--- src/sv/cela_pkg.sv ---
// shared types, constants and log table builder for the cross-entropy loss accumulator
`default_nettype none
package cela_pkg;

    localparam int unsigned IDX_W_MAX = 12;
    localparam logic [15:0] LN2_Q16 = 16'd45426;
    localparam logic [15:0] ONE_Q15 = 16'd32768;

    typedef struct packed {
        logic [15:0] prediction;
        logic [15:0] truth;
        logic        last;
    } t_in;

    typedef struct packed {
        logic [31:0] loss;
        logic        bad_prediction;
    } t_out;

    typedef struct packed {
        logic [3:0]           shift;
        logic [IDX_W_MAX-1:0] idx;
        logic [15:0]          truth;
        logic                 bad;
        logic                 last;
    } t_cls;

    // restoring long division, used only while building the table
    function automatic longint unsigned div_u64(input longint unsigned num,
                                                input longint unsigned den);
        longint unsigned q;
        longint unsigned r;
        q = 0;
        r = 0;
        for (int b = 63; b >= 0; b--) begin
            r = (r << 1) | ((num >> b) & 64'd1);
            if (r >= den) begin
                r = r - den;
                q = q | (64'd1 << b);
            end
        end
        return q;
    endfunction

    // ln(1 + index / 2^tab_bits) in q16.16, atanh series in q2.30
    function automatic logic [31:0] ln_entry(input int tab_bits, input int index);
        longint unsigned den;
        longint unsigned z;
        longint unsigned z2;
        longint unsigned term;
        longint unsigned acc;
        longint unsigned k;
        den  = 2 * (longint'(1) << tab_bits) + longint'(index);
        z    = div_u64(longint'(index) << 30, den);
        z2   = (z * z) >> 30;
        term = z;
        acc  = 0;
        for (k = 0; term != 0 && k < 64; k++) begin
            acc  = acc + div_u64(term, 2 * k + 1);
            term = (term * z2) >> 30;
        end
        return 32'((2 * acc + 64'd8192) >> 14);
    endfunction

endpackage
`default_nettype wire

--- src/sv/cela_front.sv ---
// front end: accepts transactions and classifies them into shift and table index
`default_nettype none
module cela_front #(
    parameter int LOG_TABLE_BITS = 8
) (
    input  wire logic            i_valid,
    input  wire cela_pkg::t_in   i_data,
    input  wire logic            i_full,
    output logic                 o_stall,
    output logic                 o_push,
    output cela_pkg::t_cls       o_cls
);
    import cela_pkg::*;

    logic [15:0] w_p;
    logic [3:0]  w_lead;
    logic [3:0]  w_shift;
    logic [15:0] w_norm;

    assign o_stall = i_full;
    assign o_push  = i_valid && !i_full;

    always_comb begin
        if (i_data.prediction == 16'd0) begin
            w_p = 16'd1;
        end else if (i_data.prediction > ONE_Q15) begin
            w_p = ONE_Q15;
        end else begin
            w_p = i_data.prediction;
        end
        w_lead = 4'd0;
        for (int b = 0; b < 16; b++) begin
            if (w_p[b]) begin
                w_lead = 4'(b);
            end
        end
        w_shift = 4'd15 - w_lead;
        w_norm  = w_p << w_shift;
    end

    always_comb begin
        o_cls       = '0;
        o_cls.shift = w_shift;
        o_cls.idx[LOG_TABLE_BITS-1:0] = w_norm[14 -: LOG_TABLE_BITS];
        o_cls.truth = i_data.truth;
        o_cls.bad   = (i_data.prediction == 16'd0) && (i_data.truth != 16'd0);
        o_cls.last  = i_data.last;
    end

endmodule
`default_nettype wire

--- src/sv/cela_queue.sv ---
// four-entry queue of classified transactions between front and back
`default_nettype none
module cela_queue (
    input  wire logic            i_clk,
    input  wire logic            i_rst_n,
    input  wire logic            i_push,
    input  wire cela_pkg::t_cls  i_cls,
    input  wire logic            i_pop,
    output logic                 o_full,
    output logic                 o_empty,
    output cela_pkg::t_cls       o_cls
);
    import cela_pkg::*;

    localparam int Depth = 4;

    t_cls        r_mem [Depth];
    logic [1:0]  r_wptr, n_wptr;
    logic [1:0]  r_rptr, n_rptr;
    logic [2:0]  r_count, n_count;
    logic        w_do_push;
    logic        w_do_pop;

    assign o_full    = (r_count == 3'(Depth));
    assign o_empty   = (r_count == 3'd0);
    assign o_cls     = r_mem[r_rptr];
    assign w_do_push = i_push && !o_full;
    assign w_do_pop  = i_pop && !o_empty;

    always_comb begin
        n_wptr  = w_do_push ? r_wptr + 2'd1 : r_wptr;
        n_rptr  = w_do_pop ? r_rptr + 2'd1 : r_rptr;
        n_count = r_count + 3'(w_do_push) - 3'(w_do_pop);
    end

    always_ff @(posedge i_clk) begin
        if (!i_rst_n) begin
            r_wptr  <= '0;
            r_rptr  <= '0;
            r_count <= '0;
        end else begin
            r_wptr  <= n_wptr;
            r_rptr  <= n_rptr;
            r_count <= n_count;
        end
    end

    always_ff @(posedge i_clk) begin
        if (w_do_push) begin
            r_mem[r_wptr] <= i_cls;
        end
    end

endmodule
`default_nettype wire

--- src/sv/cela_back.sv ---
// back end: table lookup, multiply, saturating accumulate and result register
`default_nettype none
module cela_back #(
    parameter int LOG_TABLE_BITS = 8
) (
    input  wire logic            i_clk,
    input  wire logic            i_rst_n,
    input  wire logic            i_empty,
    input  wire cela_pkg::t_cls  i_cls,
    output logic                 o_pop,
    output logic                 o_valid,
    output cela_pkg::t_out       o_data,
    input  wire logic            i_stall
);
    import cela_pkg::*;

    localparam int TabSize = 1 << LOG_TABLE_BITS;

    logic [15:0] w_rom [TabSize];

    for (genvar gi = 0; gi < TabSize; gi++) begin : g_rom
        localparam logic [15:0] Entry = 16'(ln_entry(LOG_TABLE_BITS, gi));
        assign w_rom[gi] = Entry;
    end

    logic        w_en;

    logic        r1_valid;
    logic [19:0] r1_base;
    logic [15:0] r1_tab;
    logic [15:0] r1_truth;
    logic        r1_bad;
    logic        r1_last;

    logic        r2_valid;
    logic [35:0] r2_prod;
    logic        r2_bad;
    logic        r2_last;

    logic [31:0] r_sum, n_sum;
    logic        r_err, n_err;
    logic        r_out_valid, n_out_valid;
    t_out        r_out, n_out;

    logic [19:0] w_neglog;
    logic [21:0] w_term;
    logic [32:0] w_add;
    logic [31:0] w_sat;

    assign w_en    = !r_out_valid || !i_stall;
    assign o_pop   = w_en && !i_empty;
    assign o_valid = r_out_valid;
    assign o_data  = r_out;

    assign w_neglog = r1_base - 20'(r1_tab);
    assign w_term   = 22'((r2_prod + 36'd16384) >> 15);
    assign w_add    = {1'b0, r_sum} + 33'(w_term);
    assign w_sat    = w_add[32] ? 32'hFFFF_FFFF : w_add[31:0];

    always_comb begin
        n_sum       = r_sum;
        n_err       = r_err;
        n_out_valid = r_out_valid && i_stall;
        n_out       = r_out;
        if (w_en) begin
            n_out_valid = 1'b0;
            if (r2_valid) begin
                if (r2_last) begin
                    n_out_valid          = 1'b1;
                    n_out.loss           = w_sat;
                    n_out.bad_prediction = r_err || r2_bad;
                    n_sum                = '0;
                    n_err                = 1'b0;
                end else begin
                    n_sum = w_sat;
                    n_err = r_err || r2_bad;
                end
            end
        end
    end

    always_ff @(posedge i_clk) begin
        if (!i_rst_n) begin
            r1_valid    <= 1'b0;
            r2_valid    <= 1'b0;
            r_sum       <= '0;
            r_err       <= 1'b0;
            r_out_valid <= 1'b0;
        end else begin
            if (w_en) begin
                r1_valid <= !i_empty;
                r2_valid <= r1_valid;
            end
            r_sum       <= n_sum;
            r_err       <= n_err;
            r_out_valid <= n_out_valid;
        end
    end

    always_ff @(posedge i_clk) begin
        if (w_en) begin
            r1_base  <= 20'(i_cls.shift) * 20'(LN2_Q16);
            r1_tab   <= w_rom[i_cls.idx[LOG_TABLE_BITS-1:0]];
            r1_truth <= i_cls.truth;
            r1_bad   <= i_cls.bad;
            r1_last  <= i_cls.last;
            r2_prod  <= 36'(r1_truth) * 36'(w_neglog);
            r2_bad   <= r1_bad;
            r2_last  <= r1_last;
        end
        r_out <= n_out;
    end

endmodule
`default_nettype wire

--- src/sv/cross_entropy_loss_accumulate_top.sv ---
// cross-entropy loss accumulator top level
// input channel: i_valid/o_stall carry one element transaction (prediction and truth in
//   unsigned q1.15, last marks the end of a sample column)
// output channel: o_valid/i_stall carry one result transaction per column: the q16.16
//   loss sum, saturated at its maximum, and a flag for a zero prediction met by nonzero truth
// an element goes into a four-entry queue in the cycle it is taken; the back end then
//   runs a table lookup stage, a multiply stage and an accumulate stage
// a column's last element passes through the queue, the lookup register and the multiply
//   register before its result is registered onto o_valid and o_data
// throughput: one element per cycle while no waiting result is stalled, set by the accumulate stage
// when the receiver stalls a waiting result, the back end holds, the queue fills and
//   o_stall rises once four elements are queued
// reset clears the queue, the pipeline valids, the running sum and the error flag; the
//   table is constant logic and needs no fill
`default_nettype none
module cross_entropy_loss_accumulate_top #(
    parameter int LOG_TABLE_BITS = 8
) (
    input  wire logic            i_clk,
    input  wire logic            i_rst_n,
    input  wire logic            i_valid,
    input  wire cela_pkg::t_in   i_data,
    output logic                 o_stall,
    output logic                 o_valid,
    output cela_pkg::t_out       o_data,
    input  wire logic            i_stall
);
    import cela_pkg::*;

    t_cls w_front_cls;
    t_cls w_queue_cls;
    logic w_push;
    logic w_pop;
    logic w_full;
    logic w_empty;

    cela_front #(
        .LOG_TABLE_BITS(LOG_TABLE_BITS)
    ) u_front (
        .i_valid (i_valid),
        .i_data  (i_data),
        .i_full  (w_full),
        .o_stall (o_stall),
        .o_push  (w_push),
        .o_cls   (w_front_cls)
    );

    cela_queue u_queue (
        .i_clk   (i_clk),
        .i_rst_n (i_rst_n),
        .i_push  (w_push),
        .i_cls   (w_front_cls),
        .i_pop   (w_pop),
        .o_full  (w_full),
        .o_empty (w_empty),
        .o_cls   (w_queue_cls)
    );

    cela_back #(
        .LOG_TABLE_BITS(LOG_TABLE_BITS)
    ) u_back (
        .i_clk   (i_clk),
        .i_rst_n (i_rst_n),
        .i_empty (w_empty),
        .i_cls   (w_queue_cls),
        .o_pop   (w_pop),
        .o_valid (o_valid),
        .o_data  (o_data),
        .i_stall (i_stall)
    );

endmodule
`default_nettype wire
--- config.mk ---
export PLATFORM = sky130hd
export DESIGN_NAME = cross_entropy_loss_accumulate_top
export DESIGN_NICKNAME = d
export VERILOG_FILES = /design/src/sv/cela_pkg.sv /design/src/sv/cela_front.sv /design/src/sv/cela_queue.sv /design/src/sv/cela_back.sv /design/src/sv/cross_entropy_loss_accumulate_top.sv
export SDC_FILE = /design/constraint.sdc
export NUM_CORES = 1
export LEC_CHECK = 0
export ABC_AREA = 1
export BUFFER_PORTS_ARGS = -buffer_cell sky130_fd_sc_hd__buf_4
export CORE_MARGIN = 2
export CORE_UTILIZATION = 55
export CTS_CLUSTER_DIAMETER = 150
export DETAILED_ROUTE_END_ITERATION = 12
export MAX_ROUTING_LAYER = met4
export PLACE_DENSITY = 0.72
export SLEW_MARGIN = 20
export SYNTH_ARGS = -nofsm -noshare
export SYNTH_HDL_FRONTEND = slang
export SYNTH_SLANG_ARGS = --single-unit
--- constraint.sdc ---
create_clock -name i_clk -period 9.41 [get_ports i_clk]
set_clock_uncertainty 0.05 [all_clocks]
set_input_delay 1.4115 -clock i_clk [delete_from_list [all_inputs] [get_ports i_clk]]
set_output_delay 1.4115 -clock i_clk [all_outputs]
set_load 0.1 [all_outputs]
After elaboration in Yosys (flattened, before gate mapping)
Memory sizes are Yosys's and may differ from the RTL's. A register that Yosys moved wholly into a read port is not among the register bits.
Index checks and enable logic that the tools add are counted.
Widths: inputs -> output; s select.
- flip-flop bits (word level): 151
- memory bits (writable): 120
- ROM bits: 4096
- output and inout port bits: 35
- memories kept: 2
- memories (name ; words ; bits a word ; read ports ; clocked after memory_dff ; wr ports ; RTL line ; text):
    (name not given) ; 256 ; 16 ; 1 ; 1 ; 0 ; cela_back.sv:103 ; r1_tab <= w_rom[i_cls.idx[LOG_TABLE_BITS-1:0]];
    u_queue.r_mem ; 4 ; 30 ; 1 ; 1 ; 1 ; cela_queue.sv:17 ; t_cls r_mem [Depth];
- add/subtract/negate cells: 8
- multipliers: 2
- $lt $le $gt $ge: 1
- equal/unequal tests: 1
- shifts and indexed selects: 1
- multiplexer cells: 27
- bitwise gates (word level): 1
- reductions and logical operators: 17
- operator list (kind ; count):
    $mux 32 ; 2
    $add 36x15->36 const B ; 1
    $mul 16x20->36 ; 1
    $add 32x21->33 ; 1
    $mux 16 ; 2
    $mux 4 ; 8
    $sub 20x16->20 ; 1
    $mul 4x15->19 const B ; 1
    $gt 16x16->1 const B ; 1
    $logic_not 16->1 ; 1
    $reduce_bool 16->1 ; 1
    $shl 16x4->15 ; 1
    $mux 3 ; 4
    $not 8->9 ; 1
    $mux 2 ; 4
    $mux 1 ; 7
    $logic_and 1x1->1 ; 6
    $add 2x1->2 const B ; 2
    $logic_not 1->1 ; 4
    $sub 4x4->4 const A ; 1
    $add 3x1->3 ; 1
    $eq 3x3->1 const B ; 1
    $logic_not 3->1 ; 1
    $reduce_and 3->1 ; 1
    3 further kinds ; 4

Logic depth before layout (Yosys ltp)
- word-level depth: 20
- depth in mapped cells: 40
- mapped depth without buffers: 39

Hierarchy
Synthesis repeated with hierarchy kept, for this count alone.
- cells, all modules: 3804
- area total of the unflattened synthesis: 29812.3 sq um
- by module, submodules not included (module ; instances ; cells each ; area each (sq um)):
    cela_back ; 1 ; 3178 ; 22917.0
    cela_queue ; 1 ; 396 ; 5728.0
    cela_front ; 1 ; 230 ; 1167.4

Worst setup path after synthesis
Ideal clock, no wire load.
- kind: flip-flop to flip-flop
- start: reg u_back.r1_tab[0]
- end: reg u_back.r2_prod[33], data pin
- setup time: 0.266 ns
- arrival: 7.154 ns
- setup slack: 1.940 ns
- cell stages (with the launch flop): 35
- cells stage by stage: edfxtp_1 > fa_1 > o21ai_1 > a21oi_1 > o21ba_1 > inv_1 > nand3_1 > nand2_1 > inv_1 > o21a_1 > o21ai_1 > nand4_1 > nand3_1 > nand2_2 > inv_1 > nand2_1 > fa_1 > fa_1 > inv_1 > fa_1 > fa_1 > fa_1 > inv_1 > fa_1 > inv_1 > ha_1 > nand2_1 > nor4_1 > nand3_1 > nand3_1 > nand2_1 > o211ai_1 > nand3_1 > o2111ai_1 > xor2_1
- word-level cells in the longest chain between the ends: 2
- ends and longest elaborated chain (item ; RTL line ; text):
    start: declaration ; cela_back.sv:30 ; logic [15:0] r1_tab;
    $sub 20x16->20 ; cela_back.sv:55 ; assign w_neglog = r1_base - 20'(r1_tab);
    $mul 16x20->36 ; cela_back.sv:107 ; r2_prod <= 36'(r1_truth) * 36'(w_neglog);
    end signal: assignment ; cela_back.sv:107 ;
    end: declaration ; cela_back.sv:36 ; logic [35:0] r2_prod;
Every way passes these cells.
A chain may end at the register's enable or synchronous reset.

Worst setup path after layout
Same ends and word-level chain as after synthesis.

==> results_dict.tcl <==
set metrics [dict create \
    synthCells 3298 \
    drc 0 \
    clock_latency_ns 0.59 \
    synth_ff_type "edfxtp_1" \
    period_share_pct 91.25 \
    slowest_delay_ns 0.65 \
    worstPathMaxFanout 16 \
    synthArstFlopShare_pct 0 \
    yosysTopAreaCellShare_pct 25.49 \
    slew_violations 0 \
    wirelength_mm 87.25 \
    cts_buffer_depth 3 \
    ctsResizeCount 0 \
    yosysWarnings 0 \
    crit_path_top_delay_cell "edfxtp_1" \
    placementRows 81 \
    hold_viol 0 \
    clkSinkCount 275 \
    synth.avg_cell_area_um2 8.216 \
    yosys.area.top_type "edfxtp_1" \
    setup_viol 0 \
    hpwl_mm 65.76 \
    io_buffers 71 \
    crit_path_end_kind "flop" \
    synthTopCellsByArea "edfxtp_1 (25%), fa_1 (19%), nand2_1 (9.3%), ha_1 (8.7%), inv_1 (7.4%)" \
    cp.required_ns 9.67 \
    hold_path_class "reg -> reg" \
    synthXorXnorAreaFrac_pct 2.327 \
    wl_met2_mm 41.09 \
    htree_num_levels 1 \
    synth_edf_count 230 \
    outcome "finished clean" \
    clk_pin_slew_worst_paths_ns 0.06 \
    grt.total_usage_pct 35.19 \
    chipWidth_um 226.0 \
    synth_fa_ha_area_share_pct 27.60 \
    maxSlewHeadroom_pct 26.44 \
    wl_met3_mm 6.683 \
    vias 23928 \
    synthMuxAreaShare_pct 0 \
    ys_seq_elements 275 \
    crit_path_frequent_cell "fa_1" \
    holdWs_ns 0.3738 \
    start_util_pct 55.58 \
    yosysMostFrequentCell "nand2_1" \
    floorplan.die_area_um2 51060 \
    area_growth_syn_to_layout_pct 7.846 \
    core_um2 48750 \
    detail-route-antenna-nets 0 \
    postCtsSetupRepairBufs 0 \
    rsz0062_at_grt "false" \
    synth_common_cells "nand2_1 (668), inv_1 (536), nor2_1 (375), fa_1 (256), edfxtp_1 (230)" \
    pin_count 72 \
    layout.nets 3796 \
    synth_top_family_by_area "adder cells" \
    grt_pass1_vias 23585 \
    grt_max_degree 82 \
    top_layer "met4" \
    finalSetupTns_ns 0 \
    cts_hold_buf 0 \
    die_h_um 226.0 \
    gp_congestion 1.005 \
    yosysSeqAreaShare_pct 28.82 \
    fin_crit_ns 8.587 \
    drive_above_1_share_pct 6.948 \
    first_pass_iters 7 \
    netlist_area_um2 27090 \
    wl_met1_mm 34.48 \
    crit_arrival_ns 8.85 \
    tightest_slew_ns 1.097 \
    synthSimpleGateAreaFrac_pct 19.76 \
    drtIter0Drc 2768 \
    tritoncts "done" \
    drt-wirelength-per-cell_um 21.79 \
    grt_antenna_before_repair 2 \
    synth.net_count 3779 \
    cts_made_buffers 30 \
    grt_overflow 0 \
    synth_compound_area_share_pct 11.99 \
    cp-start-kind "flop" \
    max_cap_viol_count 0 \
    crit_type "reg -> reg" \
    cts-root-buf "clkbuf_16" \
    grt_first_pass_wirelength_mm 132.9 \
    synth.distinct_cells 67 \
    fmax_mhz 116.5 \
    vias_per_cell 5.975 \
]
cell usage in the layout, fill, tap and decap left out, types with 12 or more instances in the layout:
cell type / count
o21ai_0: 165
a31oi_1: 20
nand3_1: 158
a21oi_1: 175
xor2_1: 52
xnor2_1: 20
or2_2: 31
nand2_1: 666
dfxtp_1: 44
nand4_1: 16
clkbuf_16: 30
nor4_1: 13
nor3_1: 22
fa_1: 256
buf_4: 100
edfxtp_1: 230
nor2_1: 369
ha_1: 188
inv_1: 536
o22ai_1: 29
inv_2: 12
o211ai_1: 22
path summary, 6_finish.rpt:
kind / start / to / slack, ns / cells after the start
max: u_back.r1_tab[0] / u_back.r2_prod[33] / 0.82 / 35
min: u_back.r1_last / u_back.r2_last / 0.37 / 0
max reg2reg: u_back.r1_tab[0] / u_back.r2_prod[33] / 0.82 / 35
min reg2reg: u_back.r1_last / u_back.r2_last / 0.37 / 0
layout make-up:
| cell class | count | area (µm²) |
|---|---|---|
| Inverter | 553 | 2076 |
| Clock buffer | 33 | 762.0 |
| Clock inverter | 23 | 247.7 |
| Fill cell | 4313 | 19530 |
| Multi-Input combinational cell | 2355 | 16740 |
| Antenna cell | 2 | 5.005 |
| Timing Repair Buffer | 100 | 750.7 |
| Tap cell | 664 | 830.8 |
| Sequential cell | 275 | 7809 |
metal layers:
| metal | track usage [%] | vias up |
|---|---|---|
| met4 | 17.24 | 0 |
| met1 | 44.14 | 11651 |
| li1 | - | 10770 |
| met2 | 56.32 | 1189 |
| met3 | 4.866 | 318 |
| met5 | - | - |
through the flow:
step                      worst slack [ns]  cell area, µm²  utilization, %  instances
after floorplan                      1.940           27090               -       3298
after global placement               1.061           28200           57.86       3947
after detailed placement            0.8770           28210           57.86       3947
after CTS                           0.8404           29220           59.93       4003
after global routing                0.1220           29220           59.94       4005
final                               0.8230           29220           59.94       4005
critical path: cells and delay by family (launching register included):
kind	cells	cell delay, ns
flip-flops	1	0.65
AO/OA/AOI/OAI	8	1.34
AND/OR/NAND/NOR	12	1.62
XOR/XNOR	1	0.09
buffers and inverters	6	0.65
adder cells (fa/ha/maj)	8	3.92
registers in the layout (all words and copies together), names as in the netlist, named ones only:
name / cells
u_back.r1_truth: 16
u_back.r1_last: 1
u_queue.r_count: 3
u_back.r_sum: 32
u_back.r2_last: 1
u_queue.r_mem: 120
u_back.r2_bad: 1
u_back.r1_base: 19
u_queue.r_rptr: 2
u_back.r2_valid: 1
u_back.r1_tab: 16
u_back.r1_valid: 1
u_back.r_err: 1
u_back.o_data: 33
u_back.o_valid: 1
u_queue.r_wptr: 2
u_back.r1_bad: 1
u_back.r2_prod: 22
cell families after synthesis:
| logic type | count (synthesis) |
|---|---|
| compound gates | 534 |
| xor+xnor | 72 |
| fa+ha+maj | 444 |
| buf+inv | 668 |
| flops | 275 |
| simple gates | 1305 |
Power is left out: the tool's default activity adds up to more than one toggle a clock period on the data nets, which glitch-free logic cannot reach.
